<file path="config.mk">
export PLATFORM = sky130hd
export DESIGN_NAME = periodic_timer_scheduler_top
export DESIGN_NICKNAME = d
export VERILOG_FILES = /design/src/hdl/pts_pkg.sv /design/src/hdl/pts_ctrl.sv /design/src/hdl/pts_dpath.sv /design/src/hdl/periodic_timer_scheduler_top.sv
export SDC_FILE = /design/constraint.sdc
export NUM_CORES = 2
export LEC_CHECK = 0
export BUFFER_PORTS_ARGS = -buffer_cell sky130_fd_sc_hd__buf_4
export CORE_AREA = 2 2 324 487
export CTS_BUF_LIST = sky130_fd_sc_hd__clkbuf_16
export CTS_CLUSTER_DIAMETER = 50
export CTS_CLUSTER_SIZE = 20
export DETAILED_ROUTE_END_ITERATION = 7
export DIE_AREA = 0 0 326 489
export PLACE_DENSITY = 0.74
export SYNTH_ARGS = -nofsm -noshare
export SYNTH_HDL_FRONTEND = slang
export SYNTH_HIERARCHICAL = 1
export SYNTH_SLANG_ARGS = --single-unit
</file>
<file path="constraint.sdc">
create_clock -name i_clk -period 14.7 [get_ports i_clk]
set_input_delay 1.47 -clock i_clk [delete_from_list [all_inputs] [get_ports i_clk]]
set_output_delay 1.47 -clock i_clk [all_outputs]
set_load 0.01 [all_outputs]
</file>
<file path="src/hdl/pts_pkg.sv">
// ----------------------------------------------------------------------------
// pts_pkg
// shared types, codes and defaults for the periodic timer scheduler
// ----------------------------------------------------------------------------
`default_nettype none

package pts_pkg;

    // default sizing
    localparam int SLOTS_DEF     = 16;
    localparam int FRAC_BITS_DEF = 8;
    localparam int TIME_BITS_DEF = 48;

    // fixed field widths
    localparam int PERIOD_W = 28;
    localparam int SLOT_ID_W = 4;
    localparam int TIME_US_W = 48;

    // input function codes
    localparam logic [1:0] FN_TICK  = 2'd0;
    localparam logic [1:0] FN_REG   = 2'd1;
    localparam logic [1:0] FN_UNREG = 2'd2;

    // result codes
    localparam logic [1:0] EV_FIRED = 2'd0;
    localparam logic [1:0] EV_GRANT = 2'd1;
    localparam logic [1:0] EV_FULL  = 2'd2;

    typedef struct packed {
        logic [1:0]          func;
        logic [PERIOD_W-1:0] period;
        logic [3:0]          slot;
    } t_in_word;

    typedef struct packed {
        logic [1:0]           event_res;
        logic [SLOT_ID_W-1:0] slot_id;
        logic [TIME_US_W-1:0] time_us;
        logic                 last;
    } t_out_word;

    // controller to datapath
    typedef struct packed {
        logic accept;       // latch the input word
        logic tick_start;   // set target, clear fired marks, restart scan
        logic unreg;        // free the slot named by the input word
        logic reg_commit;   // grant a slot or report full
        logic scan;         // issue one table read
        logic scan_init;    // restart the scan for the next firing
        logic fire_now;     // pull the clock up to the chosen due time
        logic fire_adv;     // due time plus period
        logic fire_commit;  // write back due time, present the firing
        logic tick_end;     // clock to old clock plus one
    } t_cmd;

    // datapath to controller
    typedef struct packed {
        logic out_free;
        logic scan_last;
        logic found;
        logic multi;
    } t_status;

endpackage

`default_nettype wire

</file>
<file path="src/hdl/pts_ctrl.sv">
// ----------------------------------------------------------------------------
// pts_ctrl
// sequencer for register, unregister and tick words
// ----------------------------------------------------------------------------
`default_nettype none

module pts_ctrl (
    input  wire logic            i_clk,
    input  wire logic            i_rst_n,
    input  wire logic            i_in_valid,
    input  wire logic [1:0]      i_func,
    output logic                 o_in_ready,
    output pts_pkg::t_cmd        o_cmd,
    input  wire pts_pkg::t_status i_sts
);
    import pts_pkg::*;

    localparam logic [2:0] ST_IDLE      = 3'd0;
    localparam logic [2:0] ST_REG       = 3'd1;
    localparam logic [2:0] ST_SCAN      = 3'd2;
    localparam logic [2:0] ST_SCAN_WAIT = 3'd3;
    localparam logic [2:0] ST_FIRE_NOW  = 3'd4;
    localparam logic [2:0] ST_FIRE_ADV  = 3'd5;
    localparam logic [2:0] ST_FIRE_WR   = 3'd6;

    logic [2:0] r_state;
    logic [2:0] n_state;

    always_ff @(posedge i_clk) begin
        if (!i_rst_n) begin
            r_state <= ST_IDLE;
        end else begin
            r_state <= n_state;
        end
    end

    always_comb begin
        n_state    = r_state;
        o_cmd      = '0;
        o_in_ready = 1'b0;
        unique case (r_state)
            ST_IDLE: begin
                o_in_ready = 1'b1;
                if (i_in_valid) begin
                    o_cmd.accept = 1'b1;
                    unique case (i_func)
                        FN_TICK: begin
                            o_cmd.tick_start = 1'b1;
                            n_state          = ST_SCAN;
                        end
                        FN_REG: begin
                            n_state = ST_REG;
                        end
                        FN_UNREG: begin
                            o_cmd.unreg = 1'b1;
                        end
                        default: begin
                        end
                    endcase
                end
            end
            ST_REG: begin
                if (i_sts.out_free) begin
                    o_cmd.reg_commit = 1'b1;
                    n_state          = ST_IDLE;
                end
            end
            ST_SCAN: begin
                o_cmd.scan = 1'b1;
                if (i_sts.scan_last) begin
                    n_state = ST_SCAN_WAIT;
                end
            end
            ST_SCAN_WAIT: begin
                n_state = ST_FIRE_NOW;
            end
            ST_FIRE_NOW: begin
                if (i_sts.found) begin
                    o_cmd.fire_now = 1'b1;
                    n_state        = ST_FIRE_ADV;
                end else begin
                    o_cmd.tick_end = 1'b1;
                    n_state        = ST_IDLE;
                end
            end
            ST_FIRE_ADV: begin
                o_cmd.fire_adv = 1'b1;
                n_state        = ST_FIRE_WR;
            end
            ST_FIRE_WR: begin
                if (i_sts.out_free) begin
                    o_cmd.fire_commit = 1'b1;
                    if (i_sts.multi) begin
                        o_cmd.scan_init = 1'b1;
                        n_state         = ST_SCAN;
                    end else begin
                        o_cmd.tick_end = 1'b1;
                        n_state        = ST_IDLE;
                    end
                end
            end
            default: begin
                n_state = ST_IDLE;
            end
        endcase
    end

endmodule

`default_nettype wire

</file>
<file path="src/hdl/pts_dpath.sv">
// ----------------------------------------------------------------------------
// pts_dpath
// clock, slot table memories, earliest-due scan and result register
// ----------------------------------------------------------------------------
`default_nettype none

module pts_dpath #(
    parameter int SLOTS     = pts_pkg::SLOTS_DEF,
    parameter int FRAC_BITS = pts_pkg::FRAC_BITS_DEF,
    parameter int TIME_BITS = pts_pkg::TIME_BITS_DEF
) (
    input  wire logic              i_clk,
    input  wire logic              i_rst_n,
    input  wire pts_pkg::t_cmd     i_cmd,
    output pts_pkg::t_status       o_sts,
    input  wire pts_pkg::t_in_word i_in_data,
    output pts_pkg::t_out_word     o_out_data,
    output logic                   o_out_valid,
    input  wire logic              i_out_ready
);
    import pts_pkg::*;

    localparam int SLOT_W   = (SLOTS > 1) ? $clog2(SLOTS) : 1;
    localparam int TF_BITS  = TIME_BITS + FRAC_BITS;
    localparam int DUE_BITS = (TF_BITS > 64) ? 64 : TF_BITS;

    // clock and tick target
    logic [TIME_BITS-1:0] r_now;
    logic [TIME_BITS-1:0] r_target;
    logic [DUE_BITS-1:0]  r_tfx;

    // per-slot flags
    logic [SLOTS-1:0] r_active;
    logic [SLOTS-1:0] r_fired;

    // slot table
    logic [DUE_BITS-1:0] mem_due [SLOTS];
    logic [PERIOD_W-1:0] mem_per [SLOTS];

    // latched period, already clamped to at least one microsecond
    logic [PERIOD_W-1:0] r_per_in;

    // scan read pipeline
    logic [SLOT_W-1:0]   r_addr;
    logic                r_rd_vld;
    logic [SLOT_W-1:0]   r_rd_idx;
    logic [DUE_BITS-1:0] r_rd_due;
    logic [PERIOD_W-1:0] r_rd_per;

    // best candidate so far
    logic                r_found;
    logic                r_multi;
    logic [SLOT_W-1:0]   r_best_idx;
    logic [DUE_BITS-1:0] r_best_due;
    logic [PERIOD_W-1:0] r_best_per;
    logic [DUE_BITS-1:0] r_best_d;
    logic [DUE_BITS-1:0] r_adv;

    // result register
    t_out_word r_out;
    logic      r_out_vld;

    logic [PERIOD_W-1:0] per_one;
    logic [PERIOD_W-1:0] per_clamped;
    logic [TF_BITS-1:0]  now_wide;
    logic [DUE_BITS-1:0] clk_fx;
    logic [TF_BITS-1:0]  tgt_wide;
    logic [TIME_BITS-1:0] tgt_next;
    logic [DUE_BITS-1:0] rd_d;
    logic                rd_elig;
    logic                rd_better;
    logic [SLOT_W-1:0]   free_idx;
    logic                any_free;
    logic [DUE_BITS-1:0] best_due_sh;
    logic [DUE_BITS-1:0] due_fin;
    logic                out_free;
    logic                we_due;
    logic                we_per;
    logic [SLOT_W-1:0]   w_addr;
    logic [DUE_BITS-1:0] w_due;
    logic                unreg_ok;

    // a lies strictly after b in serial order
    function automatic logic later_than(input logic [DUE_BITS-1:0] a,
                                        input logic [DUE_BITS-1:0] b);
        logic [DUE_BITS-1:0] g;
        g = a - b;
        return (g != '0) && !g[DUE_BITS-1];
    endfunction

    assign per_one     = PERIOD_W'(1) << FRAC_BITS;
    assign per_clamped = (i_in_data.period < per_one) ? per_one : i_in_data.period;

    assign now_wide = TF_BITS'(r_now) << FRAC_BITS;
    assign clk_fx   = now_wide[DUE_BITS-1:0];
    assign tgt_next = r_now + TIME_BITS'(1);
    assign tgt_wide = TF_BITS'(tgt_next) << FRAC_BITS;

    // scan compare on the registered read
    assign rd_d      = r_tfx - r_rd_due;
    assign rd_elig   = r_rd_vld && r_active[r_rd_idx] && !r_fired[r_rd_idx]
                       && !rd_d[DUE_BITS-1];
    assign rd_better = !r_found || (rd_d > r_best_d);

    // lowest free slot
    always_comb begin
        free_idx = '0;
        for (int i = SLOTS - 1; i >= 0; i--) begin
            if (!r_active[i]) begin
                free_idx = SLOT_W'(i);
            end
        end
    end
    assign any_free = ~&r_active;

    assign best_due_sh = r_best_due >> FRAC_BITS;
    assign due_fin     = later_than(clk_fx, r_adv) ? (clk_fx + DUE_BITS'(r_best_per)) : r_adv;

    assign out_free = !r_out_vld || i_out_ready;
    assign unreg_ok = (32'(i_in_data.slot) < SLOTS);

    // table write port
    always_comb begin
        we_due = 1'b0;
        we_per = 1'b0;
        w_addr = r_best_idx;
        w_due  = due_fin;
        if (i_cmd.reg_commit && any_free) begin
            we_due = 1'b1;
            we_per = 1'b1;
            w_addr = free_idx;
            w_due  = clk_fx + DUE_BITS'(r_per_in);
        end else if (i_cmd.fire_commit) begin
            we_due = 1'b1;
        end
    end

    always_ff @(posedge i_clk) begin
        if (we_due) begin
            mem_due[w_addr] <= w_due;
        end
        if (we_per) begin
            mem_per[w_addr] <= r_per_in;
        end
        if (i_cmd.scan) begin
            r_rd_due <= mem_due[r_addr];
            r_rd_per <= mem_per[r_addr];
        end
    end

    // control state
    always_ff @(posedge i_clk) begin
        if (!i_rst_n) begin
            r_now     <= '0;
            r_active  <= '0;
            r_fired   <= '0;
            r_rd_vld  <= 1'b0;
            r_addr    <= '0;
            r_found   <= 1'b0;
            r_multi   <= 1'b0;
            r_out_vld <= 1'b0;
        end else begin
            r_rd_vld <= i_cmd.scan;
            if (i_cmd.tick_start || i_cmd.scan_init) begin
                r_addr  <= '0;
                r_found <= 1'b0;
                r_multi <= 1'b0;
            end else begin
                if (i_cmd.scan) begin
                    r_addr <= r_addr + SLOT_W'(1);
                end
                if (rd_elig) begin
                    r_found <= 1'b1;
                    r_multi <= r_multi || r_found;
                end
            end
            if (i_cmd.tick_start) begin
                r_fired <= '0;
            end else if (i_cmd.fire_commit) begin
                r_fired[r_best_idx] <= 1'b1;
            end
            if (i_cmd.unreg && unreg_ok) begin
                r_active[SLOT_W'(i_in_data.slot)] <= 1'b0;
            end else if (i_cmd.reg_commit && any_free) begin
                r_active[free_idx] <= 1'b1;
            end
            if (i_cmd.tick_end) begin
                r_now <= r_target;
            end else if (i_cmd.fire_now && later_than(r_best_due, clk_fx)) begin
                r_now <= TIME_BITS'(best_due_sh);
            end
            if (i_cmd.reg_commit || i_cmd.fire_commit) begin
                r_out_vld <= 1'b1;
            end else if (i_out_ready) begin
                r_out_vld <= 1'b0;
            end
        end
    end

    // payload registers
    always_ff @(posedge i_clk) begin
        if (i_cmd.accept) begin
            r_per_in <= per_clamped;
        end
        if (i_cmd.tick_start) begin
            r_target <= tgt_next;
            r_tfx    <= tgt_wide[DUE_BITS-1:0];
        end
        if (i_cmd.scan) begin
            r_rd_idx <= r_addr;
        end
        if (rd_elig && rd_better && !i_cmd.scan_init) begin
            r_best_idx <= r_rd_idx;
            r_best_due <= r_rd_due;
            r_best_per <= r_rd_per;
            r_best_d   <= rd_d;
        end
        if (i_cmd.fire_adv) begin
            r_adv <= r_best_due + DUE_BITS'(r_best_per);
        end
        if (i_cmd.reg_commit) begin
            r_out.event_res <= any_free ? EV_GRANT : EV_FULL;
            r_out.slot_id   <= any_free ? SLOT_ID_W'(free_idx) : '0;
            r_out.time_us   <= '0;
            r_out.last      <= 1'b1;
        end else if (i_cmd.fire_commit) begin
            r_out.event_res <= EV_FIRED;
            r_out.slot_id   <= SLOT_ID_W'(r_best_idx);
            r_out.time_us   <= TIME_US_W'(r_now);
            r_out.last      <= !r_multi;
        end
    end

    assign o_out_data  = r_out;
    assign o_out_valid = r_out_vld;

    assign o_sts.out_free  = out_free;
    assign o_sts.scan_last = (r_addr == SLOT_W'(SLOTS - 1));
    assign o_sts.found     = r_found;
    assign o_sts.multi     = r_multi;

endmodule

`default_nettype wire

</file>
<file path="src/hdl/periodic_timer_scheduler_top.sv">
// ----------------------------------------------------------------------------
// periodic_timer_scheduler_top
// A table of SLOTS periodic timers on a wrapping microsecond clock. A register
// word takes the lowest free slot and answers with a grant (or full); an
// unregister word frees a slot with no answer; a tick word moves the clock
// on by one microsecond and answers with one fired word per due slot,
// earliest due first, the final one marked last. A register word may wait on
// the result register. Each firing of a tick needs a full pass over the slot
// table, whose single read port gives one slot per cycle, followed by the
// clock pull-up, due-time advance and write-back steps, which may wait on
// the result register. Input words are taken only while the sequencer is
// idle, but a finished result may still be waiting on the output side.
// ----------------------------------------------------------------------------
`default_nettype none

module periodic_timer_scheduler_top #(
    parameter int SLOTS     = pts_pkg::SLOTS_DEF,
    parameter int FRAC_BITS = pts_pkg::FRAC_BITS_DEF,
    parameter int TIME_BITS = pts_pkg::TIME_BITS_DEF
) (
    input  wire logic              i_clk,
    input  wire logic              i_rst_n,
    // input word channel
    input  wire logic              i_in_valid,
    output logic                   o_in_ready,
    input  wire pts_pkg::t_in_word i_in_data,
    // result word channel
    output logic                   o_out_valid,
    input  wire logic              i_out_ready,
    output pts_pkg::t_out_word     o_out_data
);
    import pts_pkg::*;

    // command and status between sequencer and datapath
    t_cmd    cmd;
    t_status sts;

    // sequencer: idle, register, scan passes and the firing steps
    pts_ctrl u_ctrl (
        .i_clk      (i_clk),
        .i_rst_n    (i_rst_n),
        .i_in_valid (i_in_valid),
        .i_func     (i_in_data.func),
        .o_in_ready (o_in_ready),
        .o_cmd      (cmd),
        .i_sts      (sts)
    );

    // datapath: clock, slot table, scan compare, result register
    pts_dpath #(
        .SLOTS     (SLOTS),
        .FRAC_BITS (FRAC_BITS),
        .TIME_BITS (TIME_BITS)
    ) u_dpath (
        .i_clk       (i_clk),
        .i_rst_n     (i_rst_n),
        .i_cmd       (cmd),
        .o_sts       (sts),
        .i_in_data   (i_in_data),
        .o_out_data  (o_out_data),
        .o_out_valid (o_out_valid),
        .i_out_ready (i_out_ready)
    );

endmodule

`default_nettype wire

</file>
---- Word level (Yosys, flattened, before mapping) ----
Memory sizes are Yosys's and may differ from the RTL's. A register that Yosys moved wholly into a read port is not among the register bits.
Index checks and enable logic that the tools add are counted.
word-level totals
  word-level logic and storage cells ...... 170
  output and inout port bits .............. 57
  bits in writable memories ............... 1344
  ROM bits ................................ 0
  memories ................................ 2
  bits of input ports ..................... 38
  flip-flop bits (word level) ............. 426
  bits in latches ......................... 0
memories
  memory           words  width  rd ports  clocked after memory_dff  write ports  line             text
  u_dpath.mem_due  16     56     1         1                         1            pts_dpath.sv:37  logic [DUE_BITS-1:0] mem_due [SLOTS];
  u_dpath.mem_per  16     28     1         1                         1            pts_dpath.sv:38  logic [PERIOD_W-1:0] mem_per [SLOTS];
operators by class
  reductions and logical operators ........ 38
  add/subtract/negate cells ............... 8
  divide/modulo/power cells ............... 0
  bitwise operators ....................... 5
  $lt $le $gt $ge ......................... 9
  eq/ne operators ......................... 14
  muxes and demuxes ....................... 73
  shifts and indexed selects .............. 0
  multipliers ............................. 0
operators by type and width
  cell                   count
  $add 56x28->56         3
  $sub 56x56->56         3
  $mux 56                2
  $reduce_bool 56->1     2
  $mux 55                2
  $mux 48                2
  $mux 4                 18
  $gt 56x56->1           1
  $add 48x1->48 const B  1
  $mux 16                2
  $or 16x16->16          2
  $mux 1                 29
  $lt 28x9->1 const B    1
  $mux 3                 7
  $pmux 3 s7             1
  $lt 4x5->1 const B     4
  $and 16x16->16         1
  $not 16->16            1
  $reduce_and 16->1      1
  $demux 1 s4            3
  $ge 4x1->1 const B     3
  $logic_and 1x1->1      12
  $eq 3x3->1 const B     3
  $logic_not 1->1        9
  other kinds (20)       34

---- Logic depth before layout (Yosys ltp) ----
  depth in word-level cells ............... 23
  mapped depth ............................ 29
  mapped depth without buffers ............ 29

---- Cells and area by module ----
The synthesis kept the hierarchy.
modules (own cells, without submodules)
  module     area an instance (µm²)  cells each  times used  sequential area each (µm²)
  pts_dpath  84523.6                 5555        1           54182.0
  pts_ctrl   357.8                   48          1           60.1

---- Worst setup path before layout ----
No wires, ideal clock.
  kind .................................... flip-flop to flip-flop
  start point ............................. register u_dpath.r_rd_due[0] (read register of u_dpath.mem_due)
  end point ............................... register u_dpath.r_best_d[10], enable pin
  data required time ...................... 14.180 ns
  setup time .............................. 0.520 ns
  period minus slack after synthesis ...... 8.386 ns
  cell stages (with the launch flop) ...... 23
  data arrival time ....................... 7.866 ns
  path slack .............................. 6.314 ns
  cells stage by stage .................... edfxtp_1 inv_1 ha_1 nor4b_1 a31o_2 a21oi_1 o31a_1 a211oi_1 a211oi_1 a21oi_1 a31oi_1 o21bai_1 a21oi_1 a21oi_1 or4_1 nand3_1 ha_1 nand4_1 nor4_1 nand2_1 or3_1 o21ai_0 and3_1
between the ends
  cells in the longest elaborated chain, start to end .. 5
ends and longest elaborated chain
  element                          line              text
  start: declaration               pts_dpath.sv:47   logic [DUE_BITS-1:0] r_rd_due;
  $sub 56x56->56                   pts_dpath.sv:100  assign rd_d = r_tfx - r_rd_due;
  net u_dpath.rd_d[54]             pts_dpath.sv:69   logic [DUE_BITS-1:0] rd_d;
  $gt 56x56->1                     pts_dpath.sv:103  assign rd_better = !r_found || (rd_d > r_best_d);
  $logic_or 1x1->1                 pts_dpath.sv:103
  $logic_and 1x1->1 (2 in series)  pts_dpath.sv:212  if (rd_elig && rd_better && !i_cmd.scan_init) begin
  end signal: assignment           pts_dpath.sv:216  r_best_d <= rd_d;
  end: declaration                 pts_dpath.sv:56   logic [DUE_BITS-1:0] r_best_d;
The timed path passes the listed nets, and every way through them passes these cells.
A chain may end at the register's enable or synchronous reset.

---- Final worst setup path ----
  start point ............................. register u_dpath.r_rd_due[0] (read register of u_dpath.mem_due)
  end point ............................... register u_dpath.r_best_per[21], enable pin
between the ends
  cells in the longest elaborated chain, start to end .. 5
ends and longest elaborated chain
  element                          line              text
  $sub 56x56->56                   pts_dpath.sv:100
  net u_dpath.rd_d[54]             pts_dpath.sv:69
  $gt 56x56->1                     pts_dpath.sv:103
  $logic_or 1x1->1                 pts_dpath.sv:103
  $logic_and 1x1->1 (2 in series)  pts_dpath.sv:212
  end signal: assignment           pts_dpath.sv:215  r_best_per <= r_rd_per;
  end: declaration                 pts_dpath.sv:55   logic [PERIOD_W-1:0] r_best_per;
The timed path passes the listed nets, and every way through them passes these cells.

==> metrics <==
Worst-path clk slew=~0.080 ns; total track usage=0.317; htree depth=4; WP data required=approximately 15 ns; CP arrival=between 9 and 10 ns; Max Slew Vio Count=0; Buf/Inv on CP=3; average vias per placed instance=approximately 6.6; Reg2Reg Launch Point=u_dpath/r_rd_due[0]$_DFFE_PP_; Post-CTS Resized=0; RSZ-0062 raised after global routing=false; warnings from Yosys=6; CTS sink cnt=between 1,500 and 2,000; largest net degree at the start of global routing=149; relative slew slack=0.0280; CP max-delay cell=buf_4; type of the worst setup path=flop to flop; EDFF count, synth=roughly 1,700; Layout Nets=approximately 6,000; FP Rows=roughly 180; Final setup viols=0; initial antenna violation count=13; via count=between 50,000 and 60,000; Setup Total Neg Slack=0 ns; Post-CTS Setup Bufs=0; Netlist Area Pre-Place=0.0849 mm^2; number of global-route vias before repair=slightly above 50,000; R2R depth=24; DIE HEIGHT=489 um; syn avg cell area=roughly 15 um^2; Mapped Cells=5,603; CTS root buffer=clkbuf_16; CTS buffer count=132; Filler cells=between 10,000 and 15,000; asr flop ratio synth=0; Reg area=approximately 0.054 mm^2; drt wl/cell=approximately 32 um; Die Width=between 300 and 400 um; crit-path max FO=73; IO buf count=94; Worst-Margin Slew=roughly 1.4 ns; initial core utilization=0.545; Critical Path Sink Type=flop; Seq/Total Area, Yosys=0.639; outcome=finished clean; Routed Antenna Nets=0; final worst-path cycle share=0.643; Static Leak=roughly 0.031 uW; worst min-delay path startpoint=u_dpath/r_rd_per[16]$_DFFE_PP_; Final min period=between 9 and 10 ns; worst path cell trace=inv_1 > ha_1 > nor4b_1 > a31o_2 > a21oi_1 > o31a_1 > a211oi_1 > a211oi_1 > a21oi_1 > a31oi_1 > o21bai_1 > a21oi_1 > a21oi_1 > or4_1 > nand3_1 > ha_1 > nand4_1 > nor4_1 > nand2_1 > or3_1 > o21ai_0 > and3_4 > buf_4 > buf_4; CTS tree=yes; Overflow after GRT=0; CTS max path bufs=3; area of the multi-input gates=just under 0.03 mm^2; clk_lat worst skew=0.80 ns; I/O pins=between 90 and 100; CP Depth=24; first-pass GRT wire length=around 360,000 um; DP Wirelength=169,000 um; critical path's top delay family=compound AO/OA/AOI/OAI gates; Final GP Congestion=approximately 1; PwrDens=128 mW/mm^2; Starting DRT DRC Count=about 6,200; critical path startpoint=u_dpath/r_rd_due[0]$_DFFE_PP_; proportion of layout cells with a drive suffix above 1=0.163; Pwr Total=11,800 uW; CTS Hold Bufs=0; Hold Fails Final Rpt=0; Area growth, synth to finish=9.07%; Worst Skew=0.0345 ns; floorplan core area=0.156 mm^2; cell depth of the worst hold path=0; count of different cell masters after synthesis=~120; Max stage delay on crit path=between 0.9 and 1 ns; critical path startpoint category=flop; Worst Hold Class=flop to flop; crit-path most repeated cell=a21oi_1; full die area=0.159 mm^2; Max Cap Viol=0; Fmax=between 0.1 and 0.15 GHz; Synth Net Count=between 5,000 and 6,000; worst vdd ir=approximately 110 uV; Synth Flop Type=edfxtp_1; wirelength, routed=between 200,000 and 300,000 um; Yosys reg bits=1,853; # DRC=0; drt first pass iters=8
-- where the power goes --
part	internal, uW	switching (uW)
logic	713	1200
clock network	1810	1870
registers	6090	162
-- layout by cell type, fill, tap and decap left out, drive strengths merged, types with 96 or more instances in the layout --
cell,n
mux4,420
ha,268
a21oi,301
a21o,98
inv,317
nor2,321
nand3,96
o21ai,242
dfxtp,140
mux2i,140
buf,211
edfxtp,1713
nand2,269
clkbuf,137
xnor2,172
-- synthesized netlist by cell type (all sizes together), types with 52 or more instances --
cell type	n	area share
a211oi	55	0.0051
a21o	98	0.0087
a21oi	301	0.018
and3	55	0.0041
buf	61	0.0035
clkbuf	188	0.0083
dfxtp	140	0.033
edfxtp	1713	0.61
ha	268	0.040
inv	285	0.013
mux2i	140	0.017
mux4	420	0.11
nand2	269	0.012
nand2b	54	0.0041
nand3	96	0.0058
nand4	68	0.0053
nor2	321	0.014
nor2b	52	0.0038
nor3	71	0.0042
o21ai	242	0.014
xnor2	172	0.018
-- metal layers --
layer | global-route usage | share of wire | vias up
met4 | 0.164 | 0.059 | 10
met3 | 0.0488 | 0.078 | 591
met1 | 0.386 | 0.36 | 26600
met5 | 0 | 0.00030 | -
li1 | - | - | 22100
met2 | 0.548 | 0.51 | 2718
-- logic make-up (layout without fill, tap and decap cells) --
logic type	count (synthesis)	count (layout)	synth area share
DFF	1853	1853	0.639
and+or+nand+nor	1144	1144	0.0671
AOI/OAI and AO/OA	1016	1016	0.0779
adders and majority gates	272	272	0.0404
xor gates and xnor gates	219	219	0.0226
muxes	563	563	0.128
buffers and inverters	536	704	0.0246
other	0	7	0
-- final cells by class --
type,instances,area share
Antenna cell,7,0.000189
Clock buffer,137,0.0370
Clock inverter,69,0.00793
Inverter,287,0.0117
Multi-Input combinational cell,3214,0.312
Sequential cell,1853,0.586
Tap cell,2070,0.0280
Timing Repair Buffer,211,0.0174
-- worst register-to-register path, cell delays in order, from the launching register on --
cell      delay [ns]
edfxtp_1        0.45
inv_1           0.13
ha_1            0.21
nor4b_1         0.73
a31o_2          0.31
a21oi_1         0.13
o31a_1          0.28
a211oi_1        0.65
a211oi_1        0.29
a21oi_1         0.75
a31oi_1         0.24
o21bai_1        0.32
a21oi_1         0.15
a21oi_1         0.25
or4_1           0.15
nand3_1         0.10
ha_1            0.32
nand4_1         0.15
nor4_1          0.54
nand2_1         0.16
or3_1           0.42
o21ai_0         0.18
and3_4          0.47
buf_4           0.62
buf_4           1.00
-- flip-flops by register name, summed over array words and instances, names as in the netlist --
signal / count
u_dpath/r_best_idx: 4
u_dpath/r_best_d: 55
u_dpath/r_found: 1
u_dpath/r_addr: 4
u_dpath/r_fired: 16
u_dpath/r_per_in: 28
u_dpath/r_adv: 56
u_dpath/r_rd_due: 56
u_dpath/r_rd_idx: 4
u_dpath/mem_per: 448
u_dpath/r_multi: 1
u_dpath/r_target: 48
u_dpath/o_out_valid: 1
u_dpath/r_best_per: 28
u_dpath/r_best_due: 56
u_dpath/r_now: 48
u_dpath/o_out_data: 55
u_dpath/mem_due: 896
u_dpath/r_rd_vld: 1
u_dpath/r_rd_per: 28
u_dpath/r_active: 16
u_ctrl/r_state: 3
-- per-stage QoR --
step	utilization	cells	instance area, um^2	worst slack (ns)	hold slack (ns)
finish	0.595	7848	92600	5.24	0.429
floorplan	-	5603	84900	6.31	0.400
global placement	0.568	7635	88400	5.45	0.403
detailed placement	0.568	7635	88400	5.33	0.407
CTS	0.595	7841	92600	5.26	0.426
global route	0.595	7844	92600	4.77	0.434
-- worst paths after layout --
path / end / slack [ns]
setup / recovery: u_dpath/r_best_per[21]$_DFFE_PP_ / 5.24
hold / removal: u_dpath/r_best_per[16]$_DFFE_PP_ / 0.43
setup reg to reg: u_dpath/r_best_per[21]$_DFFE_PP_ / 5.24
hold reg to reg: u_dpath/r_best_per[16]$_DFFE_PP_ / 0.43
(Power assumes the default switching activity.)
